--- config.mk ---
export PLATFORM = sky130hd
export DESIGN_NAME = source_text_tokenizer_unit
export DESIGN_NICKNAME = d
export VERILOG_FILES = /design/src/rtl/stt_pkg.sv /design/src/rtl/stt_scan.sv /design/src/rtl/stt_outq.sv /design/src/rtl/source_text_tokenizer_unit.sv
export SDC_FILE = /design/constraint.sdc
export NUM_CORES = 1
export LEC_CHECK = 0
export ABC_AREA = 0
export BUFFER_PORTS_ARGS = -buffer_cell sky130_fd_sc_hd__buf_2
export CAP_MARGIN = 15
export CORE_AREA = 10 10 91 93
export CTS_CLUSTER_DIAMETER = 50
export DETAILED_ROUTE_END_ITERATION = 10
export DIE_AREA = 0 0 101 103
export PLACE_DENSITY = 0.86
export SLEW_MARGIN = 25
export SYNTH_ARGS = -nofsm -noshare
export SYNTH_HDL_FRONTEND = slang
export SYNTH_SLANG_ARGS = --single-unit
--- constraint.sdc ---
create_clock -name clk -period 5.7 [get_ports clk]
set_input_delay 0.285 -clock clk [delete_from_list [all_inputs] [get_ports clk]]
set_output_delay 0.285 -clock clk [all_outputs]
set_load 0.02 [all_outputs]
--- src/rtl/stt_pkg.sv ---
`timescale 1ns / 1ps
// ----------------------------------------------------------------------------
// stt_pkg
// Shared types, character codes and byte classes for the source text
// tokenizer.
// ----------------------------------------------------------------------------
package stt_pkg;

  typedef enum logic [2:0] {
    MODE_IDLE  = 3'd0,
    MODE_STR   = 3'd1,
    MODE_ESC   = 3'd2,
    MODE_MINUS = 3'd3,
    MODE_INT   = 3'd4,
    MODE_DOT   = 3'd5,
    MODE_FRAC  = 3'd6,
    MODE_NAME  = 3'd7
  } scan_mode_t;

  typedef enum logic [1:0] {
    KIND_STRING = 2'd0,
    KIND_NUMBER = 2'd1,
    KIND_NAME   = 2'd2,
    KIND_SYMBOL = 2'd3
  } tok_kind_t;

  localparam logic [7:0] CH_NUL    = 8'h00;
  localparam logic [7:0] CH_NL     = 8'h0A;
  localparam logic [7:0] CH_DQUOTE = 8'h22;
  localparam logic [7:0] CH_SQUOTE = 8'h27;
  localparam logic [7:0] CH_LPAREN = 8'h28;
  localparam logic [7:0] CH_RPAREN = 8'h29;
  localparam logic [7:0] CH_COMMA  = 8'h2C;
  localparam logic [7:0] CH_MINUS  = 8'h2D;
  localparam logic [7:0] CH_DOT    = 8'h2E;
  localparam logic [7:0] CH_EQ     = 8'h3D;
  localparam logic [7:0] CH_LBRACK = 8'h5B;
  localparam logic [7:0] CH_BSLASH = 8'h5C;
  localparam logic [7:0] CH_RBRACK = 8'h5D;
  localparam logic [7:0] CH_USCORE = 8'h5F;
  localparam logic [7:0] CH_LBRACE = 8'h7B;
  localparam logic [7:0] CH_RBRACE = 8'h7D;

  localparam int MAX_RES = 3;

  typedef struct packed {
    logic [7:0] chr;
    logic       chr_valid;
    logic       start;
    tok_kind_t  kind;
    logic       eot;
    logic       last;
  } tok_res_t;

  // Results caused by one item, in order, plus their count (0..3).
  typedef struct packed {
    tok_res_t [MAX_RES-1:0] res;
    logic [1:0]             cnt;
  } tok_batch_t;

  // Outcome of scanning a byte as if between tokens.
  typedef struct packed {
    logic       emit;
    tok_kind_t  kind;
    scan_mode_t mode;
    logic       set_quote;
    logic       quote_single;
  } fresh_t;

  function automatic logic is_digit(input logic [7:0] c);
    return (c >= 8'h30) && (c <= 8'h39);
  endfunction

  function automatic logic is_alpha(input logic [7:0] c);
    return ((c >= 8'h61) && (c <= 8'h7A)) || ((c >= 8'h41) && (c <= 8'h5A));
  endfunction

  function automatic logic is_name_char(input logic [7:0] c);
    return is_alpha(c) || is_digit(c) || (c == CH_USCORE);
  endfunction

  function automatic logic is_symbol(input logic [7:0] c);
    return (c == CH_EQ) || (c == CH_LBRACE) || (c == CH_RBRACE) ||
           (c == CH_LBRACK) || (c == CH_RBRACK) || (c == CH_LPAREN) ||
           (c == CH_RPAREN) || (c == CH_COMMA) || (c == CH_DOT) ||
           (c == CH_NL);
  endfunction

  function automatic fresh_t fresh_scan(input logic [7:0] c);
    fresh_t f;
    f = '{emit: 1'b0, kind: KIND_STRING, mode: MODE_IDLE,
          set_quote: 1'b0, quote_single: 1'b0};
    if ((c == CH_DQUOTE) || (c == CH_SQUOTE)) begin
      f.emit         = 1'b1;
      f.kind         = KIND_STRING;
      f.mode         = MODE_STR;
      f.set_quote    = 1'b1;
      f.quote_single = (c == CH_SQUOTE);
    end else if (is_digit(c)) begin
      f.emit = 1'b1;
      f.kind = KIND_NUMBER;
      f.mode = MODE_INT;
    end else if (c == CH_MINUS) begin
      f.mode = MODE_MINUS;
    end else if (is_alpha(c) || (c == CH_USCORE)) begin
      f.emit = 1'b1;
      f.kind = KIND_NAME;
      f.mode = MODE_NAME;
    end else if (is_symbol(c)) begin
      f.emit = 1'b1;
      f.kind = KIND_SYMBOL;
    end
    return f;
  endfunction

  function automatic tok_res_t mk_res(input logic [7:0] c, input logic start,
                                      input tok_kind_t kind);
    tok_res_t r;
    r.chr       = c;
    r.chr_valid = 1'b1;
    r.start     = start;
    r.kind      = kind;
    r.eot       = 1'b0;
    r.last      = 1'b0;
    return r;
  endfunction

endpackage

--- src/rtl/stt_scan.sv ---
`timescale 1ns / 1ps
// ----------------------------------------------------------------------------
// stt_scan
// Input register, scan state and the single-pass decode of one byte into
// its batch of up to three results.
// ----------------------------------------------------------------------------
module stt_scan (
  input  logic               clk,
  input  logic               rst_n,
  input  logic               in_valid,
  output logic               in_stall,
  input  logic [7:0]         in_char,
  input  logic               in_last_char,
  input  logic               advance,
  output logic               batch_valid,
  output stt_pkg::tok_batch_t batch
);
  import stt_pkg::*;

  logic       item_valid_r;
  logic [7:0] item_char_r;
  logic       item_last_r;

  scan_mode_t mode_r, mode_nxt;
  logic       quote_single_r, quote_single_nxt;

  tok_res_t [MAX_RES-1:0] res;
  logic [1:0]             cnt;
  fresh_t                 fr;
  logic [7:0]             quote_ch;
  logic                   take_fresh;

  assign in_stall    = item_valid_r && !advance;
  assign batch_valid = item_valid_r;

  always_ff @(posedge clk) begin
    if (!rst_n) begin
      item_valid_r <= 1'b0;
    end else if (!in_stall) begin
      item_valid_r <= in_valid;
    end
  end

  always_ff @(posedge clk) begin
    if (!in_stall && in_valid) begin
      item_char_r <= in_char;
      item_last_r <= in_last_char;
    end
  end

  always_ff @(posedge clk) begin
    if (!rst_n) begin
      mode_r         <= MODE_IDLE;
      quote_single_r <= 1'b0;
    end else if (advance) begin
      mode_r         <= mode_nxt;
      quote_single_r <= quote_single_nxt;
    end
  end

  always_comb begin
    res              = '0;
    cnt              = 2'd0;
    mode_nxt         = mode_r;
    quote_single_nxt = quote_single_r;
    fr               = fresh_scan(item_char_r);
    quote_ch         = quote_single_r ? CH_SQUOTE : CH_DQUOTE;
    take_fresh       = 1'b0;

    unique case (mode_r)
      MODE_STR: begin
        res[cnt] = mk_res(item_char_r, 1'b0, KIND_STRING);
        cnt      = cnt + 2'd1;
        if (item_char_r == CH_BSLASH) begin
          mode_nxt = MODE_ESC;
        end else if (item_char_r == quote_ch) begin
          mode_nxt = MODE_IDLE;
        end
      end
      MODE_ESC: begin
        res[cnt] = mk_res(item_char_r, 1'b0, KIND_STRING);
        cnt      = cnt + 2'd1;
        mode_nxt = MODE_STR;
      end
      MODE_MINUS: begin
        if (is_digit(item_char_r)) begin
          res[cnt] = mk_res(CH_MINUS, 1'b1, KIND_NUMBER);
          cnt      = cnt + 2'd1;
          res[cnt] = mk_res(item_char_r, 1'b0, KIND_NUMBER);
          cnt      = cnt + 2'd1;
          mode_nxt = MODE_INT;
        end else begin
          take_fresh = 1'b1;
        end
      end
      MODE_INT: begin
        if (is_digit(item_char_r)) begin
          res[cnt] = mk_res(item_char_r, 1'b0, KIND_NUMBER);
          cnt      = cnt + 2'd1;
        end else if (item_char_r == CH_DOT) begin
          mode_nxt = MODE_DOT;
        end else begin
          take_fresh = 1'b1;
        end
      end
      MODE_DOT: begin
        if (is_digit(item_char_r)) begin
          res[cnt] = mk_res(CH_DOT, 1'b0, KIND_NUMBER);
          cnt      = cnt + 2'd1;
          res[cnt] = mk_res(item_char_r, 1'b0, KIND_NUMBER);
          cnt      = cnt + 2'd1;
          mode_nxt = MODE_FRAC;
        end else begin
          // dot without a digit stands alone as a symbol
          res[cnt]   = mk_res(CH_DOT, 1'b1, KIND_SYMBOL);
          cnt        = cnt + 2'd1;
          take_fresh = 1'b1;
        end
      end
      MODE_FRAC: begin
        if (is_digit(item_char_r)) begin
          res[cnt] = mk_res(item_char_r, 1'b0, KIND_NUMBER);
          cnt      = cnt + 2'd1;
        end else begin
          take_fresh = 1'b1;
        end
      end
      MODE_NAME: begin
        if (is_name_char(item_char_r)) begin
          res[cnt] = mk_res(item_char_r, 1'b0, KIND_NAME);
          cnt      = cnt + 2'd1;
        end else begin
          take_fresh = 1'b1;
        end
      end
      MODE_IDLE: begin
        take_fresh = 1'b1;
      end
      default: begin
        take_fresh = 1'b1;
      end
    endcase

    if (take_fresh) begin
      mode_nxt = fr.mode;
      if (fr.emit) begin
        res[cnt] = mk_res(item_char_r, 1'b1, fr.kind);
        cnt      = cnt + 2'd1;
      end
      if (fr.set_quote) begin
        quote_single_nxt = fr.quote_single;
      end
    end

    if (item_last_r) begin
      // flush a waiting dot; a waiting minus is dropped
      if (mode_nxt == MODE_DOT) begin
        res[cnt] = mk_res(CH_DOT, 1'b1, KIND_SYMBOL);
        cnt      = cnt + 2'd1;
      end
      res[cnt]           = '0;
      res[cnt].chr       = CH_NUL;
      res[cnt].kind      = KIND_STRING;
      res[cnt].eot       = 1'b1;
      cnt                = cnt + 2'd1;
      mode_nxt           = MODE_IDLE;
      quote_single_nxt   = 1'b0;
    end

    if (cnt != 2'd0) begin
      res[cnt - 2'd1].last = 1'b1;
    end

    batch.res = res;
    batch.cnt = cnt;
  end

endmodule

--- src/rtl/stt_outq.sv ---
`timescale 1ns / 1ps
// ----------------------------------------------------------------------------
// stt_outq
// Result register with two pending slots; hands out one result per cycle
// while out_stall is low; takes a new batch once the previous one is drained.
// ----------------------------------------------------------------------------
module stt_outq (
  input  logic               clk,
  input  logic               rst_n,
  input  logic               batch_valid,
  input  stt_pkg::tok_batch_t batch,
  output logic               advance,
  output logic               out_valid,
  input  logic               out_stall,
  output logic [7:0]         out_char,
  output logic               out_char_valid,
  output logic               out_token_start,
  output logic [1:0]         out_token_kind,
  output logic               out_end_of_text,
  output logic               out_last_of_run
);
  import stt_pkg::*;

  logic     out_valid_r, out_valid_nxt;
  tok_res_t out_res_r, out_res_nxt;
  tok_res_t pend0_r, pend0_nxt;
  tok_res_t pend1_r, pend1_nxt;
  logic [1:0] pend_cnt_r, pend_cnt_nxt;
  logic     out_free;

  assign out_free = !out_valid_r || !out_stall;
  assign advance  = batch_valid && (pend_cnt_r == 2'd0) && out_free;

  always_comb begin
    out_valid_nxt = out_valid_r;
    out_res_nxt   = out_res_r;
    pend0_nxt     = pend0_r;
    pend1_nxt     = pend1_r;
    pend_cnt_nxt  = pend_cnt_r;
    if (out_free) begin
      if (pend_cnt_r != 2'd0) begin
        out_valid_nxt = 1'b1;
        out_res_nxt   = pend0_r;
        pend0_nxt     = pend1_r;
        pend_cnt_nxt  = pend_cnt_r - 2'd1;
      end else if (advance && (batch.cnt != 2'd0)) begin
        out_valid_nxt = 1'b1;
        out_res_nxt   = batch.res[0];
        pend0_nxt     = batch.res[1];
        pend1_nxt     = batch.res[2];
        pend_cnt_nxt  = batch.cnt - 2'd1;
      end else begin
        out_valid_nxt = 1'b0;
      end
    end
  end

  always_ff @(posedge clk) begin
    if (!rst_n) begin
      out_valid_r <= 1'b0;
      pend_cnt_r  <= 2'd0;
    end else begin
      out_valid_r <= out_valid_nxt;
      pend_cnt_r  <= pend_cnt_nxt;
    end
  end

  always_ff @(posedge clk) begin
    out_res_r <= out_res_nxt;
    pend0_r   <= pend0_nxt;
    pend1_r   <= pend1_nxt;
  end

  assign out_valid       = out_valid_r;
  assign out_char        = out_res_r.chr;
  assign out_char_valid  = out_res_r.chr_valid;
  assign out_token_start = out_res_r.start;
  assign out_token_kind  = out_res_r.kind;
  assign out_end_of_text = out_res_r.eot;
  assign out_last_of_run = out_res_r.last;

endmodule

--- src/rtl/source_text_tokenizer_unit.sv ---
`timescale 1ns / 1ps
// ----------------------------------------------------------------------------
// source_text_tokenizer_unit
// Byte-stream tokenizer: tags kept bytes with token kind and start flag.
// ----------------------------------------------------------------------------
// Takes one source byte per item and returns the bytes that belong to tokens
// (strings, numbers, names, single symbols and newline), one result per
// cycle while out_stall is low. An item that yields zero or one result
// does not hold the input, so plain text streams at one byte per clock while
// unstalled. An item that yields several results (a waiting minus or dot
// released together with the current byte, or the closing result after the
// final byte) holds the input until the single output register has drained
// the batch one result at a time. The first result passes through the input
// register and then the result register on its way to the output.
module source_text_tokenizer_unit (
  input  logic       clk,
  input  logic       rst_n,
  input  logic       in_valid,
  output logic       in_stall,
  input  logic [7:0] in_char,
  input  logic       in_last_char,
  output logic       out_valid,
  input  logic       out_stall,
  output logic [7:0] out_char,
  output logic       out_char_valid,
  output logic       out_token_start,
  output logic [1:0] out_token_kind,
  output logic       out_end_of_text,
  output logic       out_last_of_run
);
  import stt_pkg::*;

  logic       batch_valid;
  tok_batch_t batch;
  logic       advance;

  stt_scan u_scan (
    .clk         (clk),
    .rst_n       (rst_n),
    .in_valid    (in_valid),
    .in_stall    (in_stall),
    .in_char     (in_char),
    .in_last_char(in_last_char),
    .advance     (advance),
    .batch_valid (batch_valid),
    .batch       (batch)
  );

  stt_outq u_outq (
    .clk            (clk),
    .rst_n          (rst_n),
    .batch_valid    (batch_valid),
    .batch          (batch),
    .advance        (advance),
    .out_valid      (out_valid),
    .out_stall      (out_stall),
    .out_char       (out_char),
    .out_char_valid (out_char_valid),
    .out_token_start(out_token_start),
    .out_token_kind (out_token_kind),
    .out_end_of_text(out_end_of_text),
    .out_last_of_run(out_last_of_run)
  );

endmodule

; ---- After elaboration in Yosys (flattened, before gate mapping)
; Index checks and enable logic that the tools add are counted.
[op_classes]
reduce_logical = 44
mux = 75
order_cmp = 14
add_sub_neg = 5
eq_ne = 24
bitwise_logic = 6
[ops]
columns = operator, n
row1 = $mux 42, 6
row2 = $bwmux 42, 5
row3 = $demux 14 s2, 7
row4 = $mux 14, 10
row5 = $pmux 14 s5, 1
row6 = $eq 8x6->1 const B, 8
row7 = $eq 8x7->1 const B, 6
row8 = $and 42x42->42, 1
row9 = $mux 3, 14
row10 = $not 42->42, 1
row11 = $mux 28, 1
row12 = $pmux 14 s2, 1
row13 = $or 24x24->24, 1
row14 = $mux 2, 11
row15 = $and 18x18->18, 1
row16 = $not 18->18, 1
row17 = $ge 8x7->1 const B, 2
row18 = $le 8x7->1 const B, 2
row19 = $eq 3x3->1 const B, 5
row20 = $logic_or 1x1->1, 15
row21 = $pmux 3 s5, 1
row22 = $logic_and 1x1->1, 12
row23 = $lt 2x3->1 const B, 4
row24 = $mux 1, 12
row25 = other kinds (23), 40
[totals]
input_bits = 13
ff_bits = 59
output_inout_bits = 16

; ---- Depth between registers and ports, before layout
[depth]
word_depth = 34
mapped_depth = 21

; ---- Hierarchy
; Synthesis repeated with hierarchy kept, for this count alone.
[unflattened]
cells_unflattened = 328
area_unflattened_um2 = 3549.7
[modules_own_cells]
columns = module, seq_area_each_um2, instances, area_per_inst_um2, cells_each
row1 = stt_scan, 370.4, 1, 1793.0, 234
row2 = stt_outq, 1321.3, 1, 1756.7, 94

; ---- Worst setup path after synthesis
; Ideal clock, no wire load.
[synth_timing]
path_kind = reg2reg
start = reg u_scan.item_char_r[2]
end = reg u_outq.pend_cnt_r[1]
t_required_ns = 5.630
n_path_buf = 1
slack_ns = -0.422
stages_incl_launch_ff = 21
arrival_ns = 6.052
path_cell_list = edfxtp_1 > o21ai_0 > and2_1 > clkbuf_2 > a21oi_1 > a211o_1 > ha_1 > a21oi_1 > inv_1 > ha_1 > nand2_1 > o21ai_0 > ha_1 > nand2_1 > o21ai_0 > ha_1 > nor2_1 > nor2_1 > nor2_1 > or4b_2 > a21oi_1
[synth_via]
elab_chain_len = 26
elab_cells_between_ends = 80
cone_classes = add/sub (4) / order compare (6) / eq/ne (17) / mux (32) / reduce/logical (21)
[synth_rtl]
columns = item, line
row1 = "start, declared", stt_scan.sv:21  ; logic [7:0] item_char_r;
row2 = "start signal, assigned", stt_scan.sv:46  ; item_char_r <= in_char;
row3 = branches (longest 21 deep; another with $ge 8x7->1), n/a
row4 = $mux 2 *, stt_scan.sv:155  ; if (item_last_r) begin
row5 = branches (longest 4 deep; another with $sub 2x1->2), n/a
row6 = "end signal, assigned", stt_outq.sv:64  ; pend_cnt_r <= pend_cnt_nxt;
row7 = "end, declared", stt_outq.sv:28  ; logic [1:0] pend_cnt_r, pend_cnt_nxt;
; Every way passes the cells marked *. The select of a mux whose other input is x is not followed.
; A chain may end at the register's enable or synchronous reset.

; ---- Worst setup path after layout
; Same ends and word-level chain as after synthesis.

==> run_results.csv <==
group,metric,value,unit
synthesis,syn_nets,356,
routing,drt_first_pass_iters,5,
cts,cts-buffers-inserted,9,
routing,via_count,2621,
synthesis,synth_cells,330,
floorplan,io-pin-count,29,
timing,max-slew-margin-rel,0.465,
finish,multiInputGateArea,0.00157,mm²
worst_setup_path,critical_path.endpoint_type,"register",
synthesis,count_of_cell_types_in_the_netlist,63,
timing,setup_total_negative_slack,0,ps
finish,design_area,0.00374,mm²
routing,detail_route.vias_per_cell,5.98,
worst_setup_path,worstPathBufferInverterCount,1,
worst_setup_path,critPathMostFrequentCell,"sky130_fd_sc_hd__ha_1",
cts,postCtsResizedCells,0,
worst_setup_path,crit_chain,"o21ai_0 -> and2_1 -> a21oi_1 -> a211o_1 -> ha_1 -> a21oi_1 -> inv_1 -> ha_1 -> nand2_1 -> o21ai_0 -> ha_1 -> nand2_1 -> o21ai_0 -> ha_1 -> nor2_1 -> nor2_1 -> nor2_2 -> or4b_2 -> a21oi_1",
cts,cts.sinks,58,
timing,worst_hold_slack,113,ps
flow_run,maxCapViolCount,0,
synthesis,dominant_combinational_cell_family_by_area_after_synthesis,"simple AND/OR/NAND/NOR gates",
worst_setup_path,worstSetupStartpointType,"register",
floorplan,die_x,101,µm
timing,layout_min_cycle_time,5160,ps
synthesis,synth-adder-area-share,0.0481,
floorplan,core.rowCount,30,
floorplan,placeable_area,0.00657,mm²
worst_setup_path,critical_path.max_stage_delay,580,ps
power,cellPowerDensity,343,mW/mm²
power,cellLeakagePower,1.51,nW
routing,wl_per_cell,16.5,µm
routing,final_antenna_net_count,0,
cts,cts_max_level,3,
synthesis,seq_area_frac_synth,0.491,
worst_setup_path,required,5980,ps
floorplan,die_y,103,µm
worst_setup_path,launching_instance_or_port_of_the_critical_path,"u_scan.item_char_r[2]$_DFFE_PP_",
routing,drt_drc_violations_left,0,
timing,max_freq,194,MHz
worst_setup_path,cp_slowest_cell,"sky130_fd_sc_hd__edfxtp_1",
placed_design,dpl.hpwl,5.18,mm
cts,cts_tree,"built",
cts,cts_root_buf,"sky130_fd_sc_hd__clkbuf_8",
routing,total_wire_length_after_detailed_routing,7.21,mm
placed_design,detailed_place.area,0.00355,mm²
global_routing,grt.total_usage,0.145,
hold_path,timing.hold.worst.start,"in_char[4]",
global_routing,pin_count_of_the_biggest_net_entering_global_routing,30,
timing,fin_crit_sh,0.905,
cts,post_cts.repair.setup_buffers,0,
placed_design,io_buffer_count,28,
synthesis,yosys_warnings,0,
synthesis,multiplexer_share_of_the_synthesized_area,0.00628,
finish,area_growth,10.4,%
floorplan,die-area,0.0104,mm²
worst_setup_path,crit_fanout,15,
timing,worst-slew-pin-transition,795,ps
finish,antenna_cells_inserted,0,
cts,cts.reportedPaths.clkPinSlew,70,ps
global_routing,vias_in_the_first_global_route,2452,
worst_setup_path,worst-setup-path-type,"reg -> reg",
timing,finClkSkew,7.83,ps
worst_setup_path,crit_family,"compound AO/OA/AOI/OAI gates",
synthesis,synthFlopType,"sky130_fd_sc_hd__edfxtp_1",
routing,detail_route.iter0.violations,319,
hold_path,hold_path.class,"in -> reg",
timing,drv_slew,0,
synthesis,synthXorXnorAreaFrac,0.00739,
finish,fin_nets,379,
placed_design,dpl.cell_count,422,
power,max-vdd-ir-drop,0.198,mV
global_routing,antenna_found_initial,0,
timing,finalHoldViolations,0,
synthesis,synth_simple_gate_area_share,0.207,
finish,stdcell_count,438,
timing,rsz0062_at_grt,"no",
finish,utilization_of_the_core_after_routing,0.569,
cts,cts-root-to-sink-buffers,2,
synthesis,synth_seq_cells,58,
global_routing,global_route_wire_length_before_repair,12.1,mm
timing,setup_violations,0,
synthesis,postSynthAreaPerCell,10.3,µm²
placed_design,globalplace.congestion,0.951,
global_routing,globalRoute.totalOverflow,0,
finish,layout-drive-gt1-share,0.165,
worst_setup_path,crit_arrival,5430,ps
finish,fillerInstances,547,
finish,seq_area,0.00166,mm²
worst_setup_path,r2r_start,"u_scan.item_char_r[2]$_DFFE_PP_",
cts,clkLatencyLatePin,340,ps
cts,cts_hold_buf,0,
synthesis,synth.cell_area,0.00338,mm²
synthesis,number_of_enable_type_register_cells_in_the_synthesized_netlist,50,
synthesis,synth_compound_gate_area_share,0.194,
synthesis,async_flop_share,0,
floorplan,initial_utilization,0.515,
status,status,"complete, no violations",
==> synth_stat cells (all sizes together) (3+ instances only) <==
| library cell | number | area (µm²) |
|---|---|---|
| a21oi | 20 | 100 |
| a221o | 6 | 60.1 |
| a22o | 11 | 96.3 |
| a31oi | 4 | 25.0 |
| and2 | 20 | 125 |
| and3 | 5 | 31.3 |
| buf | 8 | 60.1 |
| clkbuf | 12 | 46.3 |
| dfxtp | 8 | 160 |
| edfxtp | 50 | 1500 |
| ha | 13 | 163 |
| inv | 12 | 45.0 |
| nand2 | 40 | 153 |
| nand2b | 5 | 31.3 |
| nand3 | 5 | 25.0 |
| nand4b | 3 | 26.3 |
| nor2 | 23 | 86.3 |
| nor2b | 5 | 31.3 |
| nor3 | 4 | 20.0 |
| o2111ai | 3 | 32.5 |
| o211ai | 3 | 22.5 |
| o21a | 5 | 37.5 |
| o21ai | 19 | 95.1 |
| o31ai | 4 | 35.0 |
| or2 | 3 | 18.8 |
==> flip-flops by register name (all words and copies together) (netlist names) <==
name	cells
u_outq.out_char_valid	1
u_outq.pend_cnt_r	2
u_scan.quote_single_r	1
u_outq.pend1_r	13
u_scan.batch_valid	1
u_outq.out_valid	1
u_scan.mode_r	3
u_scan.item_last_r	1
u_outq.out_end_of_text	1
u_outq.pend0_r	14
u_outq.out_token_kind	2
u_outq.out_char	8
u_outq.out_last_of_run	1
u_outq.out_token_start	1
u_scan.item_char_r	8
==> final cells by class <==
| class | count | share of cell area |
|---|---|---|
| inverter | 12 | 0.0121 |
| clock buffer | 10 | 0.0342 |
| clock inverter | 6 | 0.0154 |
| sequential | 58 | 0.445 |
| multi-input combinational | 240 | 0.421 |
| tap | 80 | 0.0268 |
| timing repair buffer | 32 | 0.0455 |
==> worst paths after layout <==
| kind | depth (start not counted) | slack [ps] | end |
|---|---|---|---|
| worst max-delay path | 19 | 540 | u_outq.pend_cnt_r[1]$_SDFFE_PN0P_ |
| worst min-delay path | 1 | 110 | u_scan.item_char_r[4]$_DFFE_PP_ |
| worst max register to register | 19 | 540 | u_outq.pend_cnt_r[1]$_SDFFE_PN0P_ |
| worst min register to register | 1 | 520 | u_outq.pend0_r[13]$_DFFE_PP_ |
==> worst reg2reg max path: cells and delay by family (launching register included) <==
family | cells | cell delay, ps
compound gates | 7 | 1720
buf+inv | 1 | 150
fa+ha+maj | 4 | 1200
flops | 1 | 580
simple gates | 7 | 1440
==> routing by layer <==
layer / up-vias / part of all wire / track usage
met3: 12 / 0.055 / 0.0409
met2: 71 / 0.48 / 0.231
li1: 1274 / - / -
met4: 0 / 0.019 / 0.0611
met1: 1264 / 0.45 / 0.180
met5: - / 0 / 0
==> where the power goes <==
group	switching, mW	leakage (nW)	internal (mW)
clock network	0.163	0.0974	0.199
registers	0.0356	0.550	0.569
logic	0.208	0.866	0.108
total	0.407	1.51	0.876
==> cell families (layout without fill, tap and decap cells) <==
group,after synthesis,in the layout
and+or+nand+nor,129,129
AOI/OAI and AO/OA,93,93
xor gates and xnor gates,2,2
muxes,2,2
DFF,58,58
other,1,1
buffers and inverters,32,60
adders and majority gates,13,13
==> cells in the final DEF, fill, tap and decap left out, types with 6 or more instances in the layout <==
master,instances
sky130_fd_sc_hd__o21ai_0,18
sky130_fd_sc_hd__edfxtp_1,50
sky130_fd_sc_hd__clkbuf_8,9
sky130_fd_sc_hd__inv_1,12
sky130_fd_sc_hd__ha_1,13
sky130_fd_sc_hd__nand2_1,39
sky130_fd_sc_hd__a21oi_1,20
sky130_fd_sc_hd__and2_1,20
sky130_fd_sc_hd__dfxtp_1,8
sky130_fd_sc_hd__nor2_1,22
sky130_fd_sc_hd__a221o_1,6
sky130_fd_sc_hd__buf_2,28
sky130_fd_sc_hd__a22o_1,11
==> stage by stage <==
stage               setup slack (ps)  power (mW)
floorplan                       2.95       0.834
global placement                1030       0.919
detailed placement               702       0.932
CTS                              552        1.29
global route                     160        1.35
finish                           544        1.28
No activity file was read; power rests on OpenSTA's default activity.
